`config.mk`:
```
export PLATFORM = sky130hd
export DESIGN_NAME = sopt_dist
export DESIGN_NICKNAME = d
export VERILOG_FILES = /design/src/rtl/sopt_pkg.sv /design/src/rtl/sopt_dist.sv
export SDC_FILE = /design/constraint.sdc
export NUM_CORES = 2
export LEC_CHECK = 0
export ABC_AREA = 1
export BUFFER_PORTS_ARGS = -buffer_cell sky130_fd_sc_hd__buf_2
export CAP_MARGIN = 20
export CORE_MARGIN = 1.5
export CORE_UTILIZATION = 54
export CTS_CLUSTER_SIZE = 8
export DETAILED_ROUTE_END_ITERATION = 16
export PLACE_DENSITY = 0.7
export SLEW_MARGIN = 25
export SYNTH_ARGS = -nofsm -noshare
export SYNTH_HDL_FRONTEND = slang
export SYNTH_SLANG_ARGS = --single-unit
```
`constraint.sdc`:
```
create_clock -name clk -period 8.5 [get_ports clk]
set_input_delay 2.125 -clock clk [delete_from_list [all_inputs] [get_ports clk]]
set_output_delay 2.125 -clock clk [all_outputs]
set_load 0.01 [all_outputs]
```
`src/rtl/sopt_pkg.sv`:
```
`timescale 1ns / 1ps
package sopt_pkg;

  localparam int MAX_SPHERES = 512;
  localparam int COORD_BITS  = 20;
  localparam int RAD_W       = 16;
  localparam int ADDR_W      = $clog2(MAX_SPHERES);
  localparam int CNT_W       = 10;

  // entry word in the sphere memory: x, y, z, radius
  localparam int ENTRY_W = 3 * COORD_BITS + RAD_W;

  // distance arithmetic widths
  localparam int DIFF_W = COORD_BITS + 1;
  localparam int SQ_W   = 2 * DIFF_W - 1;
  localparam int D2_W   = SQ_W + 2;
  localparam int RS_W   = RAD_W + 1;
  localparam int RS2_W  = 2 * RS_W;
  localparam int CMP_W  = (D2_W > RS2_W) ? D2_W : RS2_W;

  typedef enum logic [1:0] {
    ST_PLACED  = 2'd0,
    ST_OVERLAP = 2'd1,
    ST_FULL    = 2'd2
  } status_t;

  typedef struct packed {
    logic signed [COORD_BITS-1:0] x;
    logic signed [COORD_BITS-1:0] y;
    logic signed [COORD_BITS-1:0] z;
    logic [RAD_W-1:0]             r;
  } sphere_t;

  // compare pipeline status toward the controller
  typedef struct packed {
    logic busy;
    logic valid;
    logic hit;
  } cmp_t;

  // magnitude of a - b, exact in one extra bit
  function automatic logic [DIFF_W-1:0] abs_diff(
    input logic signed [COORD_BITS-1:0] a,
    input logic signed [COORD_BITS-1:0] b
  );
    logic signed [DIFF_W-1:0] d;
    d = DIFF_W'(a) - DIFF_W'(b);
    return d[DIFF_W-1] ? DIFF_W'(-d) : DIFF_W'(d);
  endfunction

endpackage

```
`src/rtl/sopt_dist.sv`:
```
`timescale 1ns / 1ps
module sopt_dist import sopt_pkg::*; (
  input  logic    clk,
  input  logic    rst,
  input  logic    flush,
  input  sphere_t cand,
  input  sphere_t ent,
  input  logic    ent_valid,
  output cmp_t    cmp
);

  // stage 1: coordinate distances and radius sum
  logic              v1;
  logic [DIFF_W-1:0] ax, ay, az;
  logic [RS_W-1:0]   rs;
  // stage 2: squares
  logic              v2;
  logic [SQ_W-1:0]   sx, sy, sz;
  logic [RS2_W-1:0]  rs2_a;
  // stage 3: distance sum
  logic              v3;
  logic [D2_W-1:0]   d2;
  logic [RS2_W-1:0]  rs2_b;
  // stage 4: compare
  logic              v4;
  logic              hit;

  logic [2*DIFF_W-1:0] px, py, pz;
  logic [RS2_W-1:0]    prs;

  always_comb begin
    px  = ax * ax;
    py  = ay * ay;
    pz  = az * az;
    prs = rs * rs;
  end

  always_ff @(posedge clk) begin
    if (rst || flush) begin
      v1 <= 1'b0;
      v2 <= 1'b0;
      v3 <= 1'b0;
      v4 <= 1'b0;
    end else begin
      v1 <= ent_valid;
      v2 <= v1;
      v3 <= v2;
      v4 <= v3;
    end
    ax    <= abs_diff(cand.x, ent.x);
    ay    <= abs_diff(cand.y, ent.y);
    az    <= abs_diff(cand.z, ent.z);
    rs    <= RS_W'(cand.r) + RS_W'(ent.r);
    sx    <= px[SQ_W-1:0];
    sy    <= py[SQ_W-1:0];
    sz    <= pz[SQ_W-1:0];
    rs2_a <= prs;
    d2    <= D2_W'(sx) + D2_W'(sy) + D2_W'(sz);
    rs2_b <= rs2_a;
    hit   <= CMP_W'(d2) < CMP_W'(rs2_b);
  end

  assign cmp.busy  = v1 | v2 | v3;
  assign cmp.valid = v4;
  assign cmp.hit   = hit;

endmodule

```
Word-level counts from Yosys, hierarchy flattened
Index checks and enable logic that the tools add are counted.
Widths: inputs -> output; s select.
{ "totals": {"ff_bits": 319, "in_bits": 156, "out_inout_bits": 3, "wordCells": 38} }
{ "op_classes": {"add_sub_neg": 9, "mul": 4, "n_lt_le_gt_ge": 1, "n_mux": 3, "bitwise_logic": 2, "reduce_logical": 1} }
{ "op_table": {"columns": ["operator", "n"], "rows": [
  ["$mul 21x21->41", 3],
  ["$neg 21->21", 3],
  ["$sub 20x20->21", 3],
  ["$mux 20", 3],
  ["$add 42x41->43", 1],
  ["$lt 43x34->1", 1],
  ["$add 41x41->42", 1],
  ["$mul 17x17->34", 1],
  ["$add 16x16->17", 1],
  ["$or 1x1->1", 2],
  ["$logic_or 1x1->1", 1]
]} }

Depth between registers and ports, before layout
{ "logic_depth": {"word_depth": 3, "depth_mapped": 30, "depth_no_buf": 28} }

Worst setup path after synthesis
No wires, ideal clock.
{ "synth_timing": {"path_kind": "reg-to-reg", "from": "register az[6]", "to": "register sz[30]", "setup_ps": 72, "arrival_ps": 5970, "required_ps": 8428, "path_slack_ps": 2459, "path_stages_with_launch": 24, "period_less_slack_ps": 6041, "path_cell_list": "dfxtp_1 > clkbuf_1 > clkbuf_1 > nand2_1 > fa_1 > fa_1 > fa_1 > inv_1 > fa_1 > fa_1 > fa_1 > inv_1 > fa_1 > inv_1 > ha_1 > nand2_1 > nor2_1 > inv_1 > nor2_1 > inv_1 > nor4_1 > a21oi_1 > o21ai_0 > xor2_1"} }
{ "synth_between": {"elab_chain_cells": 1} }
{ "synth_lines": {"columns": ["element", "line_no", "source"], "rows": [
  ["start: declaration", "sopt_dist.sv:14", "logic [DIFF_W-1:0] ax, ay, az;"],
  ["start signal: assignment", "sopt_dist.sv:52", "az <= abs_diff(cand.z, ent.z);"],
  ["$mul 21x21->41", "sopt_dist.sv:34", "pz = az * az;"],
  ["net pz[30]", "sopt_dist.sv:28", "logic [2*DIFF_W-1:0] px, py, pz;"],
  ["end signal: assignment", "sopt_dist.sv:56", "sz <= pz[SQ_W-1:0];"],
  ["end: declaration", "sopt_dist.sv:18", "logic [SQ_W-1:0] sx, sy, sz;"]
]} }
The timed path passes the listed nets, and every way through them passes these cells.
A chain may end at the register's enable or synchronous reset.

Worst setup path in the final report
{ "layout_timing": {"from": "register ay[5]", "to": "register sy[30]"} }
{ "layout_between": {"elab_chain_cells": 1} }
{ "layout_lines": {"columns": ["element", "line_no", "source"], "rows": [
  ["start: declaration", "sopt_dist.sv:14", null],
  ["start signal: assignment", "sopt_dist.sv:51", "ay <= abs_diff(cand.y, ent.y);"],
  ["$mul 21x21->41", "sopt_dist.sv:33", "py = ay * ay;"],
  ["net py[30]", "sopt_dist.sv:28", null],
  ["end signal: assignment", "sopt_dist.sv:55", "sy <= py[SQ_W-1:0];"],
  ["end: declaration", "sopt_dist.sv:18", null]
]} }
The timed path passes the listed nets, and every way through them passes these cells.

==> out/metrics.cfg <==
[setup_path]
crit_arrival_ns=7.36
cpMostUsedCell=fa_1
worstPathMaxFanout=21
crit_path_end_kind=register
path_buf_inv=5
crit_family=adder cells
path_cells=nand2_1, fa_1, inv_1, fa_1, inv_1, fa_1, inv_1, fa_1, fa_1, fa_1, inv_1, fa_1, inv_1, ha_1, a21oi_1, o21ai_0, a21oi_1, o21ai_0, a21oi_1, o21ai_0, xor2_1
max_stage_delay_ns=1.00
r2r-start=ay[5]
start_kind=register
path_class=reg -> reg
setup.worst_path.start=ay[5]
required_ns=9.01
slowest_stage=dfxtp_1

[global_routing]
grt_max_degree=25
grt_overflow_total=0
grt_pass1_vias=52400
grt_usage_pct=26.6
grt_pass1_wl_um=260000
grt_antenna_before_repair=0

[synth]
syn_inst=8067
synth_simple_gate_area_share_pct=15.7
synth_seq_area_share_pct=9.82
netlist_area_um2=64000
synth.largest_area_cell=fa_1
synth_compound_area_share_pct=5.68
synthFlopType=dfxtp_1
synth.area.mux_share_pct=0
synth_fa_ha_area_share_pct=50.5
ys_async_sr_fraction_pct=0
ys_ff_latch=314
synth_xor_area_share_pct=3.77
synth.distinct_cells=52
synth_top_cell_area_share_pct=36.6
yosys-top-cells-area=fa_1 37%, ha_1 14%, inv_1 13%, nand2_1 10%, dfxtp_1 9.8%
synth_top_family_by_area=adder cells
synth-edff-count=0
synth_area_per_cell_um2=7.94
synth-warning-count=0

[hold_path]
hp-start=rs2_a[31]
hold_class=reg -> reg

[placement]
io_buffers=158
gp_congestion=0.950
hpwl_um=131000

[floorplanning]
start_util_pct=54.4
dieArea_um2=121000
die_x_um=347
core_area_um2=118000
boundaryPins=159
die_y_um=347
core.rowCount=126

[run_status]
status=completed

[route]
ant_nets=0
via_per_inst=5.12
dr.first_iter.drc_count=2932
drcViolationCount=0
wirelength_um=153000
dr.pass1.iters=5
wl_per_cell_um=15.9
num_vias=49600

[timing]
finalSetupViolCount=0
drv_slew=0
max_freq_ghz=0.146
finalCriticalPeriod_ns=6.85
fin_tns_setup_ns=0
clock_skew_ns=0.0242
grt_setup_unrepaired=false
slew_headroom_pct=25.9
hold_viol=0
tightest_slew_ns=1.11
timing.final.crit_share_pct=80.6

[final_layout]
fin_nets=10200
final_common_cell=inv_1
layout_common_cells=2300 x inv_1, 1704 x nand2_1, 1169 x fa_1, 712 x ha_1, 385 x nor2_1
diodes=0
fillers=10800
area_growth_pct=5.53
drive_gt1_share_pct=3.82

[cts]
cts_hold_buf=0
post-cts-setup-buffers=0
cts_tree=built
clk_pin_slew_ns=0.05
clk_latency_ns=0.63
cts_root_buf=clkbuf_16
cts_sinks=314
max-clock-path-buffers=3
htree_levels=2
cts.repair.resized=0
numCtsBuffers=47

[job]
max_cap_violations=0

[flip-flops by register name (all words and copies together), names as in the netlist]
name   cells
d2        43
sx        40
sy        40
sz        40
rs2_a     33
rs2_b     33
ax        21
ay        21
az        21
rs        17
hit        1
v1         1
v2         1
v3         1
v4         1
[Yosys cell counts, types with 16 or more instances]
cell type	count
nand2_1	1704
clkbuf_1	156
nand2_2	19
nor2_1	385
o21bai_1	35
a21o_1	35
xnor2_1	94
o21ai_0	152
nor3_1	46
dfxtp_1	314
nand4_1	58
nand3_1	194
fa_1	1169
a21oi_1	306
ha_1	712
inv_1	2300
a21boi_0	16
a31oi_1	30
xor2_1	180
[layer usage]
metal	vias to the layer above	share of wire, %	global-route usage (%)
li1	23900	-	-
met1	24100	44	36.1
met2	1325	47	45.0
met3	243	6.1	3.48
met4	0	2.5	7.15
met5	-	0	0
[cell type report]
class                      instances  area (µm²)  area share, %
tap                             1536        1920           2.84
clock buffer                      56        1260           1.86
inverter                        2308        8670           12.8
sequential                       314        6300           9.32
timing repair buffer             177         933           1.38
clock inverter                     5        65.1         0.0963
multi-input combinational       5280       48400           71.7
[per-stage QoR]
stage	instances	setup slack (ns)	util (%)	instance area, µm²	hold slack, ns
finish	9676	1.65	57.4	67600	0.312
global route	9676	1.25	57.4	67600	0.314
CTS	9676	1.69	57.4	67600	0.312
detailed placement	9615	1.72	56.2	66200	0.312
global placement	9615	1.78	56.2	66200	0.310
floorplan	8069	2.46	-	64000	0.310
[kinds of logic after synthesis]
kind of cell / after synthesis
DFF: 314
AOI/OAI and AO/OA: 641
xor gates and xnor gates: 275
and+or+nand+nor: 2480
other: 1
adders and majority gates: 1881
buffers and inverters: 2475
[final timing paths]
path          endpoint  slack (ns)  cells after the start
min          rs2_b[31]        0.31                      0
max reg2reg     sy[30]        1.65                     21
max             sy[30]        1.65                     21
min reg2reg  rs2_b[31]        0.31                      0
Power is not shown: default switching activity piles up to over one toggle a cycle in this logic, so the estimate is an artifact.
