===== src/rtl/sopt_ram.sv =====
`timescale 1ns / 1ps
module sopt_ram #(
  parameter int WIDTH = 8,
  parameter int DEPTH = 16
) (
  input  logic                     clk,
  input  logic                     we,
  input  logic [$clog2(DEPTH)-1:0] waddr,
  input  logic [WIDTH-1:0]         wdata,
  input  logic                     re,
  input  logic [$clog2(DEPTH)-1:0] raddr,
  output logic [WIDTH-1:0]         rdata
);

  logic [WIDTH-1:0] mem [DEPTH];

  always_ff @(posedge clk) begin
    if (we) begin
      mem[waddr] <= wdata;
    end
    if (re) begin
      rdata <= mem[raddr];
    end
  end

endmodule


===== config.mk =====
export PLATFORM = sky130hd
export DESIGN_NAME = sopt_ram
export DESIGN_NICKNAME = d
export VERILOG_FILES = /design/src/rtl/sopt_ram.sv
export SDC_FILE = /design/constraint.sdc
export NUM_CORES = 1
export LEC_CHECK = 0
export BUFFER_PORTS_ARGS = -buffer_cell sky130_fd_sc_hd__buf_2
export CAP_MARGIN = 20
export CORE_MARGIN = 10
export CORE_UTILIZATION = 53
export DETAILED_ROUTE_END_ITERATION = 7
export GPL_ROUTABILITY_DRIVEN = 0
export PLACE_DENSITY = 0.71
export SYNTH_ARGS = -nofsm -noshare
export SYNTH_HDL_FRONTEND = slang
export SYNTH_SLANG_ARGS = --single-unit

===== constraint.sdc =====
create_clock -name clk -period 4.35 [get_ports clk]
set_input_delay 1.0875 -clock clk [delete_from_list [all_inputs] [get_ports clk]]
set_output_delay 1.0875 -clock clk [all_outputs]
set_load 0.01 [all_outputs]

Word-level counts from Yosys, hierarchy flattened

Memory sizes are Yosys's and may differ from the RTL's. A register that Yosys moved wholly into a read port is not among the register bits.
Cells that the tools add are included.

Bits in registers: 0
Bits in latches: 0
RAM bits: 128
Memory bits (read-only): 0
Input bits: 19
Output and inout port bits: 8
Word-level logic and storage cells: 3
Memories: 1

$add $sub $neg: 0
Multipliers: 0
Div/mod/pow operators: 0
Magnitude comparators: 0
Equality and inequality tests: 0
Shift-type cells: 0
Mux-type cells: 2
Bitwise logic cells: 0
Reductions and logical operators: 0

Memory list:

| memory | depth | width | read ports | clocked after Yosys merged registers in | wr ports | RTL line | text |
|---|---|---|---|---|---|---|---|
| mem    | 16    | 8     | 1          | 1                                       | 1        | 15       | `logic [WIDTH-1:0] mem [DEPTH];` |

Operators with widths:

| operator          | count |
|---|---|
| two-way mux 1 bit | 2 |

Logic depth before layout (Yosys ltp)

Gate-level depths: netlist of run 1.

Depth after elaboration: 2
Gate-level depth with buffers: 5
Mapped depth without buffers: 3

Least setup slack after synthesis of run 1

Ideal clock, no wire load.

Path kind: input to register
Start: input port waddr[2]
End: memory mem[0][0], enable pin
Setup time: 383 ps
Data arrival time: 2,197 ps
Data required time: 3,967 ps
Path slack: 1,770 ps
Cell stages on the path: 2
Path buffers: 0
Path through: or3b_2 > nor3_1

RTL lines:

| item        | RTL line | text |
|---|---|---|
| from (decl) | 8        | `input logic [$clog2(DEPTH)-1:0] waddr,` |
| to (decl)   | 15       |  |

No word-level cell before the write port.

Worst setup path in the final report of run 1

Start: input port waddr[2]
End: memory mem[1][4], enable pin

No word-level cell before the write port.

==> results of run 1 <==
==> power by group through the flow <==
stage / Combinational [uW] / Sequential (uW) / Clock (uW)
2_1_floorplan: 74.5 / 1510 / 0
3_3_place_gp: 128 / 1510 / 0
3_5_place_dp: 132 / 1510 / 0
4_1_cts: 132 / 1490 / 1320
5_1_grt: 142 / 1490 / 1380
6_report: 131 / 1480 / 1300
==> placed cells by master (no fill, tap or decap), drive strengths merged <==
cell type | netlist | final
edfxtp | 136 | 136
mux4 | 32 | 32
buf | 7 | 30
clkbuf | 0 | 17
a22oi | 16 | 16
nor2 | 13 | 13
nand2 | 9 | 9
clkinv | 0 | 9
clkinvlp | 0 | 4
nor3 | 4 | 4
nand3b | 2 | 2
nand2b | 2 | 2
bufinv | 0 | 2
nor2b | 1 | 1
and2 | 1 | 1
and2b | 1 | 1
nand3 | 1 | 1
or3b | 1 | 1
==> worst register-to-register path, stage by stage, from the launching register on <==
cell and delay (ns):
sky130_fd_sc_hd__edfxtp_1 0.42, sky130_fd_sc_hd__mux4_1 0.53, sky130_fd_sc_hd__a22oi_1 0.27, sky130_fd_sc_hd__nand2_1 0.08
==> per-stage QoR <==
step                      hold WS [ns]  util [%]
after floorplan                  0.705         -
after global placement           0.723      56.6
after detailed placement         0.740      56.6
after CTS                        0.749      62.3
after global routing             0.775      62.3
final                            0.745      62.3
==> metal layers <==
layer / track usage, % / vias to the layer above / part of all wire, %
met5: 0 / - / 0
met4: 6.18 / 0 / 1.4
met3: 4.02 / 10 / 5.6
met2: 22.5 / 94 / 51
met1: 19.1 / 1253 / 42
li1: - / 1058 / -
==> registers in the layout, summed over array words and instances (netlist names) <==
register / flops
mem: 128
rdata: 8
==> final cells by class <==
class	instances	area (um2)
sequential	136	4080
fill	658	3650
multi-input combinational	83	1060
clock buffer	17	414
timing repair buffer	30	173
tap	133	166
clock inverter	15	136
==> kinds of logic (layout without fill, tap and decap cells) <==
kind of cell	after synthesis	count (layout)	synth area share, %
DFF	136	136	78.1
AOI/OAI and AO/OA	16	16	2.30
and+or+nand+nor	35	35	3.14
muxes	32	32	14.8
buffers and inverters	10	62	1.65
==> path summary, 6_finish.rpt <==
check	slack, ns	endpoint
min reg2reg	0.74	rdata[3]
max reg2reg	2.81	rdata[3]
min	0.74	rdata[3]
max	2.04	mem[1][4]
==> run_results.csv, run 1 <==
group,metric,value,unit
detailed_routing,drt_iter0_drc,135,
floorplan,floorplan.core_area,9680,um2
synth,synth_fp_nets,248,
synth,synthesis.area,5230,um2
pwr,total_power_after_layout,2920,uW
layout,finalInstanceArea,6040,um2
pwr,p_switching,585,uW
pwr,p_int,2330,uW
setup_path,endpoint_kind,"flop",
floorplan,die_height,119,um
cts,clock_latency,0.51,ns
synth,synth-main-ff-cell,"sky130_fd_sc_hd__edfxtp_1",
floorplan,io-pin-count,27,
layout,layout-drive-gt1-share,28.5,%
detailed_routing,postRouteAntennaNets,0,
setup_path,worst_setup_path_start_kind,"primary input",
cts,tritoncts.num_buffers,17,
timing,final_report_setup_violation_count,0,
setup_path,path_max_fanout,8,
grt,global_route.overflow_total,0,
setup_path,critical_path_s_slowest_cell,"sky130_fd_sc_hd__nor2_1",
place,placedInstanceArea,5490,um2
place,port-buffer-count,26,
setup_path,critical_path.cell_chain,"buf_2 -> or3b_2 -> nor2_1",
timing,max_clock_freq,434,MHz
setup_path,crit_arrival,2.44,ns
setup_path,category_of_cells_accounting_for_the_largest_share_of_critical_path_delay,"simple AND/OR/NAND/NOR gates",
setup_path,required,4.48,ns
cts,cts_buffer_depth,2,
synth,synth_cells,229,
pwr,p_comb_share,4.5,%
synth,yosys_warnings,0,
place,total_placed_cells_including_tap_cells,382,
pwr,power.clock.fraction,44.6,%
timing,finalHoldViolations,0,
grt,grt_pass1_wl,15500,um
layout,antenna_cells,0,
timing,maxSlewHeadroom,34.8,%
grt,largest_net_degree_at_the_start_of_global_routing,33,
detailed_routing,detailroute.via_count,2415,
setup_path,critPathBufInv,1,
synth,yosys_register_bits,136,
min_path,timing.hold.worst.start,"mem[15][3]",
pwr,seq_power_share,50.9,%
place,preCtsSetupSlack,1.51,ns
timing,tightest_slew,0.974,ns
flow_run,drv.max_cap_violation_count,0,
pwr,power.share.switching,20.1,%
min_path,timing.hold.worst_path_depth,3,
timing,layout_min_cycle_time,2.31,ns
cts,tritoncts_num_sinks,136,
setup_path,path_class,"primary input to flop",
layout,finalNonFillerCells,414,
synth,synth_top_cells_by_count,"sky130_fd_sc_hd__edfxtp_1 (136), sky130_fd_sc_hd__mux4_2 (18), sky130_fd_sc_hd__a22oi_1 (16), sky130_fd_sc_hd__mux4_1 (14), sky130_fd_sc_hd__nor2_1 (13)",
cts,cts_resized,0,
timing,final-max-slew-violation-count,0,
min_path,worst_hold_path_type,"flop to flop",
detailed_routing,drt-wirelength-per-cell,24.0,um
setup_path,crit_start,"waddr[2]",
timing,timing.final.ws_setup,2.04,ns
cts,cts_setup_buffers,0,
timing,rsz0062_at_grt,"no",
pwr,p_leak,0.00200,uW
status,outcome,"finished, final reports clean",
detailed_routing,firstDrtPassIters,4,
synth,asyncSetResetFlopFracSynth,0,%
synth,post_synth_num_cell_types,18,
synth,synth.area.top_cells,"sky130_fd_sc_hd__edfxtp_1 (78%), sky130_fd_sc_hd__mux4_2 (7.8%), sky130_fd_sc_hd__mux4_1 (7.0%), sky130_fd_sc_hd__a22oi_1 (2.3%), sky130_fd_sc_hd__nor2_1 (0.93%)",
pwr,vdd_drop_max,0.273,mV
cts,cts_root_buffer,"sky130_fd_sc_hd__clkbuf_8",
detailed_routing,wirelength,9940,um
detailed_routing,drc_errors,0,
setup_path,critical_path_cell_count,3,
setup_path,crit_path_max_incr_delay,0.72,ns
floorplan,fp.dieW,119,um
floorplan,fp.dieArea,14200,um2
setup_path,reg2reg_depth,3,
place,post-dp-hpwl,6340,um
timing,fin_crit_share,53.0,%
cts,clkTransAtPathRegs,0.06,ns
timing,setup-tns-final,0,ns
grt,grt_pass1_vias,2617,
grt,initial_antenna_violation_count,0,
cts,h-tree-depth,4,
pwr,power-per-cell-area,484,nW/um2
cts,ctsHoldBuffers,0,
cts,cts_tree,"built",
floorplan,initial_core_util,54.0,%
layout,layout.nets,287,
synth,yosysTopAreaCellShare,78.1,%
synth,seq_area_frac_synth,78.1,%
synth,mapped_avg_cell_area,22.8,um2
synth,synth_largest_area_cell,"sky130_fd_sc_hd__edfxtp_1",
synth,synthMostInstantiatedCell,"sky130_fd_sc_hd__edfxtp_1",
timing,skew,0.00464,ns
detailed_routing,viasPerCell,5.83,
synth,synth_enable_flop_cells,136,
setup_path,reg2reg_from,"mem[2][3]",
grt,globalRouteTotalUtil,14.6,%
layout,layout-area-overhead-vs-synth,15.5,%
floorplan,std_cell_rows,36,
No activity file was read; power rests on OpenSTA's default activity.
==> inputs of run 2 (changes only) <==
==> constraint.sdc (replaced) <==
create_clock -name clk -period 2.2 [get_ports clk]
set_input_delay 0.55 -clock clk [delete_from_list [all_inputs] [get_ports clk]]
set_output_delay 0.55 -clock clk [all_outputs]
set_load 0.01 [all_outputs]
==> run 2 against run 1 <==
Non-clock buffer count up 22. Clock skew is 0.0025 ns higher. Sequential power increased by 99%. Critical path depth shrank 2. Clock-buffer cell count stayed put. Critical path type is now flop to output port.
==> run_results.csv, run 2 (same netlist as run 1, synthesis figures left out) <==
group,metric,value,unit
status,outcome,"finished, final reports clean",
pwr,p_leak,0.00215,uW
cts,cts_tree,"built",
detailed_routing,postRouteAntennaNets,0,
layout,layout.area.seq,4080,um2
setup_path,critPathCapture,"rdata[4]",
detailed_routing,drt-wirelength-per-cell,23.9,um
setup_path,endpoint_kind,"output port",
setup_path,crit_arrival,1.13,ns
timing,maxSlewHeadroom,71.0,%
setup_path,crit_path_max_incr_delay,0.43,ns
place,port-buffer-count,26,
grt,initial_antenna_violation_count,0,
layout,layout.cells.most_common,"sky130_fd_sc_hd__edfxtp_1",
floorplan,io-pin-count,27,
grt,grt_use_met3,4.77,%
timing,fin_hold_ws,0.413,ns
setup_path,category_of_cells_accounting_for_the_largest_share_of_critical_path_delay,"flip-flops",
layout,layout-drive-gt1-share,32.7,%
cts,h-tree-depth,4,
setup_path,critPathBufInv,1,
min_path,worst_hold_path_type,"primary input to flop",
cts,tritoncts.num_buffers,17,
detailed_routing,drc_errors,0,
timing,tightest_slew,0.436,ns
timing,final-max-slew-violation-count,0,
setup_path,required,1.65,ns
layout,multi_input_combinational_cell_area,1060,um2
layout,largestRegisters,"mem (128), rdata (8)",
flow_run,drv.max_cap_violation_count,0,
pwr,seq_power_share,48.6,%
setup_path,r2r_slack,0.61,ns
layout,fillCellCount,618,
cts,cts_resized,0,
floorplan,fp.dieArea,14200,um2
layout,layout.core_utilization,64.7,%
setup_path,reg2reg_to,"rdata[3]",
cts,ctsHoldBuffers,0,
timing,rsz0062_at_grt,"no",
detailed_routing,wirelength,10400,um
setup_path,path_class,"flop to output port",
setup_path,path_max_fanout,1,
layout,antenna_cells,0,
layout,layout_common_cells,"sky130_fd_sc_hd__edfxtp_1 (136), sky130_fd_sc_hd__buf_2 (26), sky130_fd_sc_hd__buf_4 (23)",
timing,final_report_setup_violation_count,0,
floorplan,floorplan.core_area,9680,um2
cts,cts_buffer_depth,2,
grt,globalRouteTotalUtil,15.4,%
floorplan,initial_core_util,54.0,%
grt,grt_pass1_wl,16100,um
detailed_routing,detailroute.via_count,2536,
grt,grt_pass1_vias,2644,
pwr,power.clock.fraction,46.8,%
pwr,p_int,4860,uW
detailed_routing,firstDrtPassIters,4,
setup_path,critical_path_cell_count,1,
timing,fin_crit_share,76.3,%
detailed_routing,drt_iter0_drc,250,
pwr,vdd_drop_max,0.621,mV
layout,largest_register_ffs,128,
pwr,power.share.switching,19.6,%
place,post-dp-hpwl,6380,um
detailed_routing,viasPerCell,5.82,
setup_path,worst_setup_path_start_kind,"flop",
cts,clkTransAtPathRegs,0.06,ns
cts,tritoncts_num_sinks,136,
grt,global_route.overflow_total,0,
grt,global_route.usage.met2,24.3,%
grt,globalRouteMet1Util,19.9,%
layout,largest-register,"mem",
pwr,p_comb_share,4.6,%
timing,layout_min_cycle_time,1.68,ns
setup_path,reg2reg_from,"mem[1][3]",
pwr,p_switching,1190,uW
cts,clock_latency,0.52,ns
cts,cts_root_buffer,"sky130_fd_sc_hd__clkbuf_8",
floorplan,std_cell_rows,36,
setup_path,reg2reg_depth,3,
layout,layout.nets,309,
setup_path,critical_path.cell_chain,"buf_2",
layout,layout-area-overhead-vs-synth,19.9,%
timing,skew,0.00710,ns
setup_path,critical_path_s_slowest_cell,"sky130_fd_sc_hd__edfxtp_1",
grt,largest_net_degree_at_the_start_of_global_routing,33,
floorplan,fp.dieW,119,um
timing,setup-tns-final,0,ns
timing,max_clock_freq,596,MHz
grt,globalRoute.busiestLayer,"met2",
cts,cts_setup_buffers,0,
setup_path,crit_start,"rdata[4]",
floorplan,die_height,119,um
pwr,power-per-cell-area,965,nW/um2
timing,finalHoldViolations,0,
[run 2: cell types whose count changed in the layout (fill, tap and decap cells not counted), sizes merged]
cell	before	now
bufinv	2	4
buf	30	52
clkinv	9	8
clkinvlp	4	2
inv	0	1
[run 2: worst register-to-register path, stage by stage, from the launching register on]
cell and delay [ns]:
sky130_fd_sc_hd__edfxtp_1 0.37, sky130_fd_sc_hd__mux4_1 0.53, sky130_fd_sc_hd__a22oi_1 0.34, sky130_fd_sc_hd__nand2_1 0.08
[run 2: per-stage QoR]
step	worst slack (ns)	instance area (um2)	std cells	total power [uW]
floorplan	0.157	5230	229	3140
global placement	0.0737	5670	404	3260
detailed placement	0.0657	5670	404	3270
CTS	0.512	6270	436	6080
global route	0.508	6270	436	6210
finish	0.521	6270	436	6050
[run 2: area by class of cell]
| class | count | share of cell area, % |
|---|---|---|
| Clock inverter | 15 | 2.91 |
| Tap cell | 133 | 2.66 |
| Timing Repair Buffer | 52 | 5.79 |
| Clock buffer | 17 | 6.61 |
| Multi-Input combinational cell | 83 | 16.9 |
| Sequential cell | 136 | 65.2 |
[run 2: per-layer routing]
layer | up-vias | wire length [um]
li1 | 1105 | -
met1 | 1313 | 4290
met2 | 101 | 5250
met3 | 17 | 718
met4 | 0 | 173
met5 | - | 0
[run 2: power by group through the flow]
| stage | Sequential [uW] | Combinational, uW | Clock, uW |
|---|---|---|---|
| after global placement | 2990 | 272 | 0 |
| final | 2940 | 281 | 2830 |
| after floorplan | 2990 | 147 | 0 |
| after global routing | 2940 | 304 | 2960 |
| after detailed placement | 2990 | 280 | 0 |
| after CTS | 2940 | 284 | 2860 |
[run 2: how the worst min path moves through the flow]
stage                            to  depth (start not counted)        from
after floorplan           mem[0][0]                          0    wdata[0]
after global placement     rdata[0]                          3  mem[14][0]
after detailed placement   rdata[0]                          3  mem[15][0]
after CTS                  rdata[4]                          1          re
after global routing       rdata[1]                          1          re
final                      rdata[3]                          1          re
